### src/design/fgr_pkg.sv
// Shared types and constants for the font glyph renderer.
// Used by the controller, the datapath and the top level; no dependencies.
`default_nettype none

package fgr_pkg;

  // Default sizes of the font memory and the display.
  localparam int FONT_BYTES_DEF      = 4096;
  localparam int DISPLAY_COLUMNS_DEF = 128;
  localparam int DISPLAY_ROWS_DEF    = 64;

  // Limits of the font geometry.
  localparam logic [4:0] MAX_WIDTH_LIMIT  = 5'd16;
  localparam logic [4:0] MAX_HEIGHT_LIMIT = 5'd24;

  // Code drawn for characters outside the font, when the font holds it.
  localparam logic [7:0] DOT_CODE = 8'd46;

  // Input beat actions.
  localparam logic ACT_LOAD = 1'b0;
  localparam logic ACT_DRAW = 1'b1;

  // Result beat kinds.
  localparam logic [1:0] KIND_PAGE  = 2'd0;
  localparam logic [1:0] KIND_PIXEL = 2'd1;
  localparam logic [1:0] KIND_DONE  = 2'd2;

  // Configuration register indexes.
  localparam logic [1:0] REG_MAX_WIDTH  = 2'd0;
  localparam logic [1:0] REG_HEIGHT     = 2'd1;
  localparam logic [1:0] REG_FIRST_CODE = 2'd2;
  localparam logic [1:0] REG_LAST_CODE  = 2'd3;

  // Reset values of the configuration registers.
  localparam logic [4:0] RST_MAX_WIDTH  = 5'd5;
  localparam logic [4:0] RST_HEIGHT     = 5'd8;
  localparam logic [7:0] RST_FIRST_CODE = 8'd32;
  localparam logic [7:0] RST_LAST_CODE  = 8'd127;

  // Controller states.
  typedef enum logic [2:0] {
    S_IDLE,
    S_REDUCE,
    S_WIDTH,
    S_BYTE,
    S_DONE
  } state_t;

  // Commands from the controller to the datapath.
  typedef struct packed {
    logic load_byte;
    logic start_draw;
    logic reduce;
    logic load_width;
    logic emit_byte;
    logic emit_done;
  } cmd_t;

  // Status from the datapath to the controller.
  typedef struct packed {
    logic mod_done;
    logic glyph_empty;
    logic byte_stop;
    logic byte_final;
    logic out_free;
  } sts_t;

endpackage

`default_nettype wire

### src/design/fgr_ctrl.sv
// Controller state machine of the font glyph renderer.
// Depends on fgr_pkg for the state, command and status types.
`default_nettype none

module fgr_ctrl
  import fgr_pkg::*;
(
  input  wire logic clk,
  input  wire logic rst,
  input  wire logic in_valid,
  input  wire logic action,
  output logic      in_ready,
  input  wire sts_t sts,
  output cmd_t      cmd
);

  state_t state;
  state_t state_next;

  // State register.
  always_ff @(posedge clk) begin
    if (rst) begin
      state <= S_IDLE;
    end else begin
      state <= state_next;
    end
  end

  // Next state.
  always_comb begin
    state_next = state;
    unique case (state)
      S_IDLE: begin
        if (in_valid && action == ACT_DRAW) state_next = S_REDUCE;
      end
      S_REDUCE: begin
        if (sts.mod_done) state_next = S_WIDTH;
      end
      S_WIDTH: begin
        state_next = sts.glyph_empty ? S_DONE : S_BYTE;
      end
      S_BYTE: begin
        if (sts.out_free && (sts.byte_stop || sts.byte_final)) state_next = S_DONE;
      end
      S_DONE: begin
        if (sts.out_free) state_next = S_IDLE;
      end
      default: state_next = S_IDLE;
    endcase
  end

  // Outputs: handshake and datapath commands.
  always_comb begin
    in_ready = 1'b0;
    cmd      = '0;
    unique case (state)
      S_IDLE: begin
        in_ready       = 1'b1;
        cmd.load_byte  = in_valid && action == ACT_LOAD;
        cmd.start_draw = in_valid && action == ACT_DRAW;
      end
      S_REDUCE: cmd.reduce     = 1'b1;
      S_WIDTH:  cmd.load_width = 1'b1;
      S_BYTE:   cmd.emit_byte  = sts.out_free;
      S_DONE:   cmd.emit_done  = sts.out_free;
      default: begin
        in_ready = 1'b0;
      end
    endcase
  end

endmodule

`default_nettype wire

### config.mk
export PLATFORM = sky130hd
export DESIGN_NAME = fgr_ctrl
export DESIGN_NICKNAME = d
export VERILOG_FILES = /design/src/design/fgr_pkg.sv /design/src/design/fgr_ctrl.sv
export SDC_FILE = /design/constraint.sdc
export NUM_CORES = 1
export LEC_CHECK = 0
export BUFFER_PORTS_ARGS = -buffer_cell sky130_fd_sc_hd__buf_2
export CAP_MARGIN = 10
export CORE_AREA = 5 5 42 44
export DETAILED_ROUTE_END_ITERATION = 10
export DIE_AREA = 0 0 47 49
export GPL_ROUTABILITY_DRIVEN = 0
export PLACE_DENSITY = 0.5
export SLEW_MARGIN = 20
export SYNTH_ARGS = -nofsm -noshare
export SYNTH_HDL_FRONTEND = slang
export SYNTH_SLANG_ARGS = --single-unit
export TNS_END_PERCENT = 30
### constraint.sdc
create_clock -name clk -period 1.8 [get_ports clk]
set_clock_uncertainty 0.05 [all_clocks]
set_input_delay 0 -clock clk [delete_from_list [all_inputs] [get_ports clk]]
set_output_delay 0 -clock clk [all_outputs]
set_load 0.05 [all_outputs]
Yosys cells after proc, flatten, opt, wreduce, memory -nomap -nowiden
Index checks and enable logic that the tools add are counted.
- logic and storage cells: 28
- flip-flop bits (word level): 3
- output and inout bits: 7
- bitwise logic cells: 1
- equality and inequality tests: 8
- reduce and logical (&&, ||, !) cells: 6
- multiplexer cells: 12
- operators by type and width (operator ; number):
    two-way mux 3 bit ; 5
    case mux 3 bit (5 select lines) ; 1
    != test 2 bit, second input constant ; 4
    equality test 3 x 2 -> 1 bit, second input constant ; 2
    two-way mux 1 bit ; 5
    AND reduction 4 bit ; 1
    equality test 3 x 1 -> 1 bit, second input constant ; 1
    equality test 3 bit, second input constant ; 1
    logical AND 1 bit ; 3
    logical NOT 3 bit ; 1
    two-way mux 2 bit ; 1
    logical OR 1 bit ; 1
    inverter 1 bit ; 1

Depth between registers and ports, before layout
Gate-level depths: netlist of the first run.
- depth after elaboration: 4
- gate-level depth with buffers: 5
- gate-level depth less buffers: 4

Worst setup path after synthesis of the first run
Ideal clock, no wire load.
- path kind: register -> output
- start point: reg state[1]
- end point: out cmd[2] (netlist bit)
- setup slack: 0.003 ns
- cell stages (with the launch flop): 3
- arrival: 1.747 ns
- cells stage by stage: dfxtp_1 buf_2 nor3b_1
- RTL lines (what ; line ; text):
    from (decl) ; fgr_ctrl.sv:17 ; state_t state;
    from (signal assigned) ; fgr_ctrl.sv:25 ; state <= state_next;
    to (decl) ; fgr_ctrl.sv:14 ; output cmd_t cmd

Final worst setup path of the first run
- start point: reg state[0]
- end point: reg state[0]
- cells in the longest elaborated chain, start to end: 3
- elaborated cells on any way between the ends: 11
- ends and longest elaborated chain (what ; line ; text):
    equality test 3 x 2 -> 1 bit (tied with other cells) ; fgr_ctrl.sv:32 ; unique case (state)
    != test 2 bit (no line) ; -- ;
    AND reduction 4 bit (no line) ; -- ;
Several ways; a longest one is shown, not always the timed one.
A chain may end at the register's enable or synchronous reset.

==> results of run 1 <==
## through the flow
step | instance area, sq um | cells | hold slack [ps]
6_report | 412 | 68 | 4.57
5_1_grt | 412 | 68 | 33.1
4_1_cts | 412 | 68 | 5.11
3_5_place_dp | 375 | 63 | 176
3_3_place_gp | 375 | 63 | 182
2_1_floorplan | 300 | 34 | 19.1
## report_power, final
| group | leakage (nW) | switching, mW | internal (mW) |
|---|---|---|---|
| Sequential | 0.0245 | 0.0347 | 0.0807 |
| Combinational | 0.166 | 0.197 | 0.116 |
| Clock | 0.0150 | 0.0353 | 0.0831 |
| Total | 0.206 | 0.267 | 0.280 |
## final cells by class
class                      instances  share of cell area, %
multi-input combinational         26                   49.8
timing repair buffer              17                   22.5
sequential                         3                   14.6
clock buffer                       4                   6.38
tap                               16                   4.86
inverter                           2                   1.82
## layout by cell type, fill, tap and decap left out
| cell type | synthesis | layout |
|---|---|---|
| a2111oi_0 | 1 | 1 |
| inv_1 | 2 | 2 |
| nand2_1 | 2 | 2 |
| nor2_1 | 2 | 2 |
| buf_2 | 1 | 15 |
| nor2b_4 | 1 | 1 |
| and3_1 | 3 | 3 |
| a32oi_2 | 1 | 1 |
| o21ai_2 | 1 | 1 |
| nor3b_1 | 2 | 2 |
| buf_4 | 0 | 1 |
| a21oi_1 | 2 | 2 |
| dlygate4sd3_1 | 0 | 1 |
| and4bb_2 | 1 | 1 |
| nor3_4 | 1 | 1 |
| o21ai_0 | 1 | 1 |
| dfxtp_1 | 3 | 3 |
| nor3_1 | 1 | 1 |
| mux2_4 | 1 | 1 |
| o2111a_1 | 1 | 1 |
| clkbuf_1 | 0 | 1 |
| a31o_1 | 1 | 1 |
| o21ai_1 | 1 | 1 |
| nand3b_1 | 1 | 1 |
| clkbuf_4 | 0 | 3 |
| nor2b_1 | 2 | 2 |
## logic make-up (layout without fill, tap and decap cells)
group                  after synthesis  after routing  share of synthesized area, %
AOI/OAI and AO/OA                    9              9                          24.6
DFF                                  3              3                          20.0
and+or+nand+nor                     16             16                          38.7
buffers and inverters                5             23                          11.7
muxes                                1              1                          5.00
## tightest hold or removal path, cell delays in order
cell and delay (ps):
buf_2 100, nand3b_1 70, a21oi_1 60
## metal layers
metal	up-vias	GRT usage (%)	share of wire, %
met4	0	2.76	2.0
met2	7	11.8	51
met5	-	0	0
met3	2	1.11	7.2
met1	145	7.42	40
li1	161	-	-
## worst max-delay path by stage
stage | from | to | slack, ps | cells past startpoint
2_1_floorplan | state[1]$_SDFFE_PP0P_ | cmd[2] | 3 | 2
3_3_place_gp | state[0]$_SDFFE_PP0P_ | state[0]$_SDFFE_PP0P_ | 290 | 4
3_5_place_dp | state[0]$_SDFFE_PP0P_ | state[0]$_SDFFE_PP0P_ | 290 | 4
4_1_cts | state[0]$_SDFFE_PP0P_ | state[0]$_SDFFE_PP0P_ | 290 | 4
5_1_grt | state[0]$_SDFFE_PP0P_ | state[0]$_SDFFE_PP0P_ | 200 | 4
6_report | state[0]$_SDFFE_PP0P_ | state[0]$_SDFFE_PP0P_ | 290 | 4
## timing repair
| action | 4_1_cts | 5_1_grt |
|---|---|---|
| hold endpoints to repair | 1 | 0 |
| hold buffers | 1 | 0 |
| gates resized for setup | 0 | 0 |
| endpoints found under the setup margin | 0 | 0 |
==> metrics.yaml, run 1 <==
final_layout:
  multi_input_area_sq_um: 205
  top_register: "state"
  seq_area_sq_um: 60.1
  top_regs: "state: 3 flops"
  fin_nets: 62
  largest_reg_flops: 3
  diodes: 0
  drive_gt1_share_pct: 48.1
  final_core_util_pct: 29.4
  synthToLayoutAreaGrowth_pct: 37.1
  fillers: 164
synthesis:
  synth_area_leader_cell: "dfxtp_1"
  synth_ff_type: "dfxtp_1"
  yosys-top-cells-area: "dfxtp_1 (20%), buf_6 (7.5%), and3_1 (6.3%)"
  syn_inst: 34
  synth_edf_count: 0
  yosysTopAreaCellShare_pct: 20.0
  netlist_top_cells_count: "and3_1 (3), dfxtp_1 (3)"
  synth_cell_types: 23
  synth-seq-area-share_pct: 20.0
  syn_avg_cell_area_sq_um: 8.83
  ys.warnings.count: 0
  synth_seq_cells: 3
  synthArstFlopShare_pct: 0
  syn-cell-area_sq_um: 300
  synth_nets: 43
sta:
  tns_ps: 0
  rsz0062_at_grt: "false"
  worst_slack_ps: 295
  timing.fmax_mhz: 664
  relSlewSlack_pct: 76.6
  slew_viol_final: 0
  tightest_slew_ps: 343
  final-setup-viol-count: 0
  hold_viol: 0
  period_needed_ps: 1510
  fin_crit_sh_pct: 83.6
critical_path:
  worstPathArrival_ps: 1570
  critPathBufInv: 0
  regToRegSetupSlack_ps: 290
  cp_max_fo: 9
  path_cells: "nor2b_4 > a32oi_2 > o21ai_2 > mux2_4"
  reg2reg_to: "state[0]$_SDFFE_PP0P_"
  cp_top_family: "flip-flops"
  critical_path_class: "flip-flop to flip-flop"
  end_kind: "flip-flop"
  crit_slowest_cell: "dfxtp_1"
  cp.required_ps: 1860
  worstSetupStartpointType: "flip-flop"
  reg2reg_depth: 4
  slowest_delay_ps: 500
  regToRegStartpoint: "state[0]$_SDFFE_PP0P_"
routing:
  wirelength_um: 712
  vias_per_cell: 4.63
  drtIter0Drc: 4
  dr.pass1.iters: 3
  num_vias: 315
  drc: 0
  drtAntennaViolNets: 0
  routedWlPerCell_um: 10.5
power_and_ir_drop:
  p_total_mw: 0.547
  p_leak_nw: 0.206
  vdd_ir_drop_max_mv: 0.349
  power.density_nw_per_um2: 1330
run:
  maxCapViolCount: 0
die:
  dieArea_sq_um: 2300
  die_h_um: 49
  rows: 14
  core-area_sq_um: 1400
  io_pins: 16
  start_util_pct: 21.4
  dieWidth_um: 47
worst_hold_path:
  hp-class: "input pin to flip-flop"
  hp-start: "sts[4]"
  min_path_cells: 3
  whs_endpoint: "state[1]$_SDFFE_PP0P_"
global_routing:
  antenna_found_initial: 0
  grt_pass1_wl_mm: 1.17
  grt_pass1_vias: 285
  grt_max_degree: 10
  grt-ovfl-total: 0
  grt_use_total_pct: 6.68
cts:
  clkLatencyLatePin_ps: 230
  cts-root-buf: "clkbuf_4"
  path_clk_slew_ps: 40
  cts_buffer_depth: 2
  cts_num_sinks: 3
  cts_max_level: 1
  tritoncts: "yes"
  cts-buffers-inserted: 3
  postCtsSetupBuffers: 0
outcome:
  outcome: "finished clean"
place:
  hpwl_um: 587
  io_buffers: 15
  post-place-ws_ps: 291
(Power assumes the default switching activity.)
==> run 2: changes to the inputs <==
==> constraint.sdc (replaced) <==
create_clock -name clk -period 1.4 [get_ports clk]
set_clock_uncertainty 0.05 [all_clocks]
set_input_delay 0 -clock clk [delete_from_list [all_inputs] [get_ports clk]]
set_output_delay 0 -clock clk [all_outputs]
set_load 0.05 [all_outputs]
==> run 2 against run 1 <==
Hold slack worse by 3.7 ps. Clock power rose by 29%. Critical path depth up 1. Global-route usage grew 0.85 points. Clock-buffer cell count unchanged. Non-clock buffer count grew 4. Design area grew 15%. Critical path type unchanged. Critical endpoint unchanged. Largest cell class unchanged.
==> metrics.yaml, run 2 (synthesized netlist as in run 1, its figures left out) <==
die:
  io_pins: 16  # unchanged
  dieWidth_um: 47  # unchanged
  start_util_pct: 21.4  # unchanged
  rows: 14  # unchanged
  die_h_um: 49  # unchanged
  dieArea_sq_um: 2300  # unchanged
  core-area_sq_um: 1400  # unchanged
routing:
  num_vias: 341  # was 315
  dr.pass1.iters: 4  # was 3
  routedWlPerCell_um: 11.0  # was 10.5 um
  wirelength_um: 790  # was 712 um
  drc: 0  # unchanged
  drtAntennaViolNets: 0  # unchanged
  vias_per_cell: 4.74  # was 4.63
  drtIter0Drc: 10  # was 4
outcome:
  outcome: "finished clean"  # unchanged
place:
  io_buffers: 15  # unchanged
  placedCellCount: 67  # was 63
  placed_area_sq_um: 410  # was 375 sq um
  hpwl_um: 608  # was 587 um
sta:
  hold_ws_ps: 0.863  # was 4.57 ps
  slew_viol_final: 0  # unchanged
  final-setup-viol-count: 0  # unchanged
  rsz0062_at_grt: "false"  # unchanged
  fin_crit_sh_pct: 96.6  # was 83.6%
  relSlewSlack_pct: 75.5  # was 76.6%
  tightest_slew_ps: 358  # was 343 ps
  period_needed_ps: 1350  # was 1510 ps
  timing.fmax_mhz: 739  # was 664 MHz
  hold_viol: 0  # unchanged
final_layout:
  final_common_cell: "buf_2"  # unchanged
  top_register: "state"  # unchanged
  fillers: 161  # was 164
  final_cell_mix: "buf_2 (11), buf_4 (7), and3_1 (3), clkbuf_4 (3), dfxtp_2 (3)"  # was buf_2 (15), and3_1 (3), clkbuf_4 (3), dfxtp_1 (3)
  synthToLayoutAreaGrowth_pct: 57.5  # was 37.1%
  layout.cells.non_filler: 72  # was 68
  fin_nets: 66  # was 62
  fin_area_sq_um: 473  # was 412 sq um
  largest_reg_flops: 3  # unchanged
  drive_gt1_share_pct: 60.7  # was 48.1%
  diodes: 0  # unchanged
  top_regs: "state: 3 flops"  # unchanged
critical_path:
  crit_slowest_cell: "dfxtp_2"  # was dfxtp_1
  cp.required_ps: 1470  # was 1860 ps
  cp_top_family: "flip-flops"  # unchanged
  regToRegSetupSlack_ps: 50  # was 290 ps
  worstPathArrival_ps: 1420  # was 1570 ps
  slowest_delay_ps: 330  # was 500 ps
  worstSetupStartpointType: "flip-flop"  # unchanged
  cp_max_fo: 7  # was 9
  critPathBufInv: 1  # was 0
  path_cells: "buf_6 > nor3b_2 > a21oi_1 > o21ai_2 > mux2_4"  # was nor2b_4 > a32oi_2 > o21ai_2 > mux2_4
  critical_path_class: "flip-flop to flip-flop"  # unchanged
  end_kind: "flip-flop"  # unchanged
cts:
  cts_buffer_depth: 2  # unchanged
  cts-root-buf: "clkbuf_4"  # unchanged
  cts-buffers-inserted: 3  # unchanged
  clkLatencyLatePin_ps: 230  # about the same
  path_clk_slew_ps: 40  # about the same
  postCtsSetupBuffers: 0  # unchanged
  cts_num_sinks: 3  # unchanged
  tritoncts: "yes"  # unchanged
  cts_max_level: 1  # unchanged
global_routing:
  grt_pass1_vias: 332  # was 285
  grt-ovfl-total: 0  # unchanged
  grt_max_degree: 8  # was 10
  grt_pass1_wl_mm: 1.28  # was 1.17 mm
  antenna_found_initial: 0  # unchanged
  grt_use_total_pct: 7.53  # was 6.68%
power_and_ir_drop:
  vdd_ir_drop_max_mv: 0.466  # was 0.349 mV
  p_total_mw: 0.798  # was 0.547 mW
  power.density_nw_per_um2: 1690  # was 1330 nW/um^2
  p_leak_nw: 0.235  # was 0.206 nW
worst_hold_path:
  hp-class: "input pin to flip-flop"  # unchanged
run:
  maxCapViolCount: 0  # unchanged
==> run 2: changes by cell type in the layout (fill, tap and decap cells not counted) <==
cell and change:
buf_6 +2, nor3b_1 -2, buf_2 -4, buf_4 +6, nor3b_2 +2, dfxtp_1 -3
dfxtp_2 +3
==> run 2: worst paths after layout <==
check	start	end	depth (start not counted)
worst min register to register	state[1]$_SDFFE_PP0P_	state[1]$_SDFFE_PP0P_	3
worst max register to register	state[0]$_SDFFE_PP0P_	state[0]$_SDFFE_PP0P_	5
worst max-delay path	state[0]$_SDFFE_PP0P_	state[0]$_SDFFE_PP0P_	5
worst min-delay path	sts[4]	state[1]$_SDFFE_PP0P_	3
==> run 2: worst min-delay path, delay by kind of cell <==
kind | cells | cell delay (ps)
and+or+nand+nor | 1 | 80
AOI/OAI and AO/OA | 1 | 60
buffers and inverters | 1 | 100
==> run 2: where the power goes <==
part / total (mW) / internal [mW] / leakage, nW / switching [mW]
Combinational: 0.509 / 0.218 / 0.194 / 0.291
Sequential: 0.138 / 0.108 / 0.0258 / 0.0295
Clock: 0.152 / 0.107 / 0.0150 / 0.0448
Total: 0.798 / 0.433 / 0.235 / 0.365
==> run 2: repair_timing <==
| action | in CTS | in global routing |
|---|---|---|
| gates resized for setup | 3 | 8 |
| endpoints found under the setup margin | 3 | 6 |
| cloned | 0 | 0 |
| endpoints found under the hold margin | 1 | 0 |
| pin swaps | 0 | 1 |
| hold buffers | 1 | 0 |
==> run 2: metal layers <==
metal | vias to the layer above | share of wire [%] | global-route usage, %
met1 | 167 | 39 | 8.55
met3 | 0 | 4.9 | 0
met4 | 0 | 0 | 6.91
met5 | - | 0 | 0
li1 | 169 | - | -
met2 | 5 | 56 | 12.0
==> run 2: final cells by class <==
class,count,area (sq um),area share [%]
multi-input combinational,26,215,45.5
timing repair buffer,21,140,29.6
sequential,3,63.8,13.5
clock buffer,4,26.3,5.56
tap,16,20.0,4.23
inverter,2,7.51,1.59
==> run 2: per-stage QoR <==
step	utilization [%]	TNS, ps	setup slack [ps]
6_report	33.8	0	47.4
3_3_place_gp	29.3	0	2.47
2_1_floorplan	-	-918	-367
5_1_grt	33.8	0	16.2
4_1_cts	32.4	0	5.58
3_5_place_dp	29.3	0	22.7
==> run 3: changes to the inputs <==
--- a/config.mk
+++ b/config.mk
@@ -11,6 +11,7 @@
 export DETAILED_ROUTE_END_ITERATION = 10
 export DIE_AREA = 0 0 47 49
 export GPL_ROUTABILITY_DRIVEN = 0
+export HOLD_SLACK_MARGIN = 0.08
 export PLACE_DENSITY = 0.5
 export SLEW_MARGIN = 20
 export SYNTH_ARGS = -nofsm -noshare
==> run 3 against run 2 <==
Hold slack improved by 85 ps. Clock-buffer cell count unchanged. Critical path depth unchanged. Cell count increased by 1.4%. Maximum frequency unchanged.
==> metrics.yaml, run 3 (synthesized netlist as in run 1, its figures left out) <==
outcome:
  outcome: "finished clean"  # unchanged
critical_path:
  worstSetupStartpointType: "flip-flop"  # unchanged
  cp_max_fo: 7  # unchanged
  worstPathArrival_ps: 1420  # about the same
  end_kind: "flip-flop"  # unchanged
  critical_path_class: "flip-flop to flip-flop"  # unchanged
  cp.required_ps: 1470  # about the same
routing:
  drtIter0Drc: 10  # unchanged
  vias_per_cell: 4.73  # was 4.74
  routedWlPerCell_um: 10.9  # was 11.0 um
  drtAntennaViolNets: 0  # unchanged
  drc: 0  # unchanged
  num_vias: 345  # was 341
  dr.pass1.iters: 4  # unchanged
  wirelength_um: 796  # was 790 um
cts:
  clkLatencyLatePin_ps: 230  # about the same
  cts-buffers-inserted: 3  # unchanged
  path_clk_slew_ps: 40  # about the same
  cts-root-buf: "clkbuf_4"  # unchanged
  postCtsSetupBuffers: 0  # unchanged
  tritoncts: "yes"  # unchanged
  cts_max_level: 1  # unchanged
  cts_num_sinks: 3  # unchanged
  cts_buffer_depth: 2  # unchanged
die:
  dieWidth_um: 47  # unchanged
  start_util_pct: 21.4  # unchanged
  core-area_sq_um: 1400  # unchanged
  dieArea_sq_um: 2300  # unchanged
  rows: 14  # unchanged
  io_pins: 16  # unchanged
  die_h_um: 49  # unchanged
sta:
  timing.fmax_mhz: 739  # unchanged
  period_needed_ps: 1350  # unchanged
  fin_crit_sh_pct: 96.6  # unchanged
  relSlewSlack_pct: 75.5  # unchanged
  tightest_slew_ps: 358  # unchanged
  rsz0062_at_grt: "false"  # unchanged
  hold_viol: 0  # unchanged
  worst_slack_ps: 47.4  # unchanged
  final-setup-viol-count: 0  # unchanged
  slew_viol_final: 0  # unchanged
final_layout:
  final_common_cell: "buf_2"  # unchanged
  top_register: "state"  # unchanged
  synthToLayoutAreaGrowth_pct: 60.8  # was 57.5%
  fillers: 160  # was 161
  drive_gt1_share_pct: 59.6  # was 60.7%
  diodes: 0  # unchanged
  final_core_util_pct: 34.5  # was 33.8%
  largest_reg_flops: 3  # unchanged
  fin_nets: 67  # was 66
  top_regs: "state: 3 flops"  # unchanged
  final_cell_mix: "buf_2 (11), buf_4 (7), and3_1 (3), clkbuf_4 (3), dfxtp_2 (3)"  # unchanged
power_and_ir_drop:
  p_leak_nw: 0.239  # was 0.235 nW
  power_switching_mw: 0.366  # was 0.365 mW
  p_sw_share_pct: 45.7  # was 45.8%
  comb_power_share_pct: 63.9  # was 63.8%
  clkPwrFrac_pct: 18.9  # was 19.0%
  power.density_nw_per_um2: 1660  # was 1690 nW/um^2
  vdd_ir_drop_max_mv: 0.466  # about the same
  internal_power_mw: 0.435  # was 0.433 mW
  seqPwrFrac_pct: 17.2  # about the same
global_routing:
  grt-ovfl-total: 0  # unchanged
  antenna_found_initial: 0  # unchanged
  grt_use_total_pct: 7.67  # was 7.53%
  grt_max_degree: 8  # unchanged
  grt_pass1_wl_mm: 1.30  # was 1.28 mm
  grt_pass1_vias: 344  # was 332
run:
  maxCapViolCount: 0  # unchanged
place:
  post-place-ws_ps: 22.7  # unchanged
  io_buffers: 15  # unchanged
  hpwl_um: 608  # unchanged
worst_hold_path:
  hp-class: "input pin to flip-flop"  # unchanged
## run 3: critical path: stages (launching register included)
cell	delay (ps)
dfxtp_2	330
buf_6	130
nor3b_2	160
a21oi_1	70
o21ai_2	180
mux2_4	310
## run 3: path summary, 6_finish.rpt
path | startpoint | end | slack (ps) | depth (start not counted)
max | state[0]$_SDFFE_PP0P_ | state[0]$_SDFFE_PP0P_ | 50 | 5
min | sts[3] | state[1]$_SDFFE_PP0P_ | 90 | 4
max reg2reg | state[0]$_SDFFE_PP0P_ | state[0]$_SDFFE_PP0P_ | 50 | 5
min reg2reg | state[1]$_SDFFE_PP0P_ | state[1]$_SDFFE_PP0P_ | 640 | 3
## run 3: power groups by stage
| stage | logic [mW] | registers, mW | clock network [mW] |
|---|---|---|---|
| 5_1_grt | 0.547 | 0.140 | 0.156 |
| 3_3_place_gp | 0.482 | 0.132 | 0 |
| 2_1_floorplan | 0.381 | 0.116 | 0 |
| 3_5_place_dp | 0.480 | 0.132 | 0 |
| 6_report | 0.511 | 0.138 | 0.152 |
| 4_1_cts | 0.493 | 0.131 | 0.154 |
## run 3: area by class of cell
cell class | instances | area, sq um | area share (%)
Tap cell | 16 | 20.0 | 4.15
Timing Repair Buffer | 22 | 150 | 31.1
Clock buffer | 4 | 26.3 | 5.44
Multi-Input combinational cell | 26 | 215 | 44.6
Inverter | 2 | 7.51 | 1.55
Sequential cell | 3 | 63.8 | 13.2
## run 3: what timing repair did
| item | in CTS | in global routing |
|---|---|---|
| hold buffers | 2 | 0 |
| pin swaps | 0 | 1 |
| endpoints found under the hold margin | 2 | 0 |
| resized for setup | 3 | 8 |
| setup endpoints to repair | 3 | 6 |
## run 3: metal layers
layer / share of wire [%] / GRT usage [%] / wire length (um)
met3: 4.6 / 0 / 37
met5: 0 / 0 / 0
met1: 39 / 8.55 / 313
met4: 0 / 6.91 / 0
met2: 56 / 12.4 / 446
## run 3: stage by stage
stage | instance area, sq um | hold slack (ps) | setup TNS (ps) | cells | power (mW)
2_1_floorplan | 305 | 19.1 | -918 | 34 | 0.497
3_3_place_gp | 410 | 174 | 0 | 67 | 0.615
4_1_cts | 464 | 83.2 | 0 | 73 | 0.778
3_5_place_dp | 410 | 173 | 0 | 67 | 0.612
5_1_grt | 483 | 150 | 0 | 73 | 0.843
6_report | 483 | 85.7 | 0 | 73 | 0.800
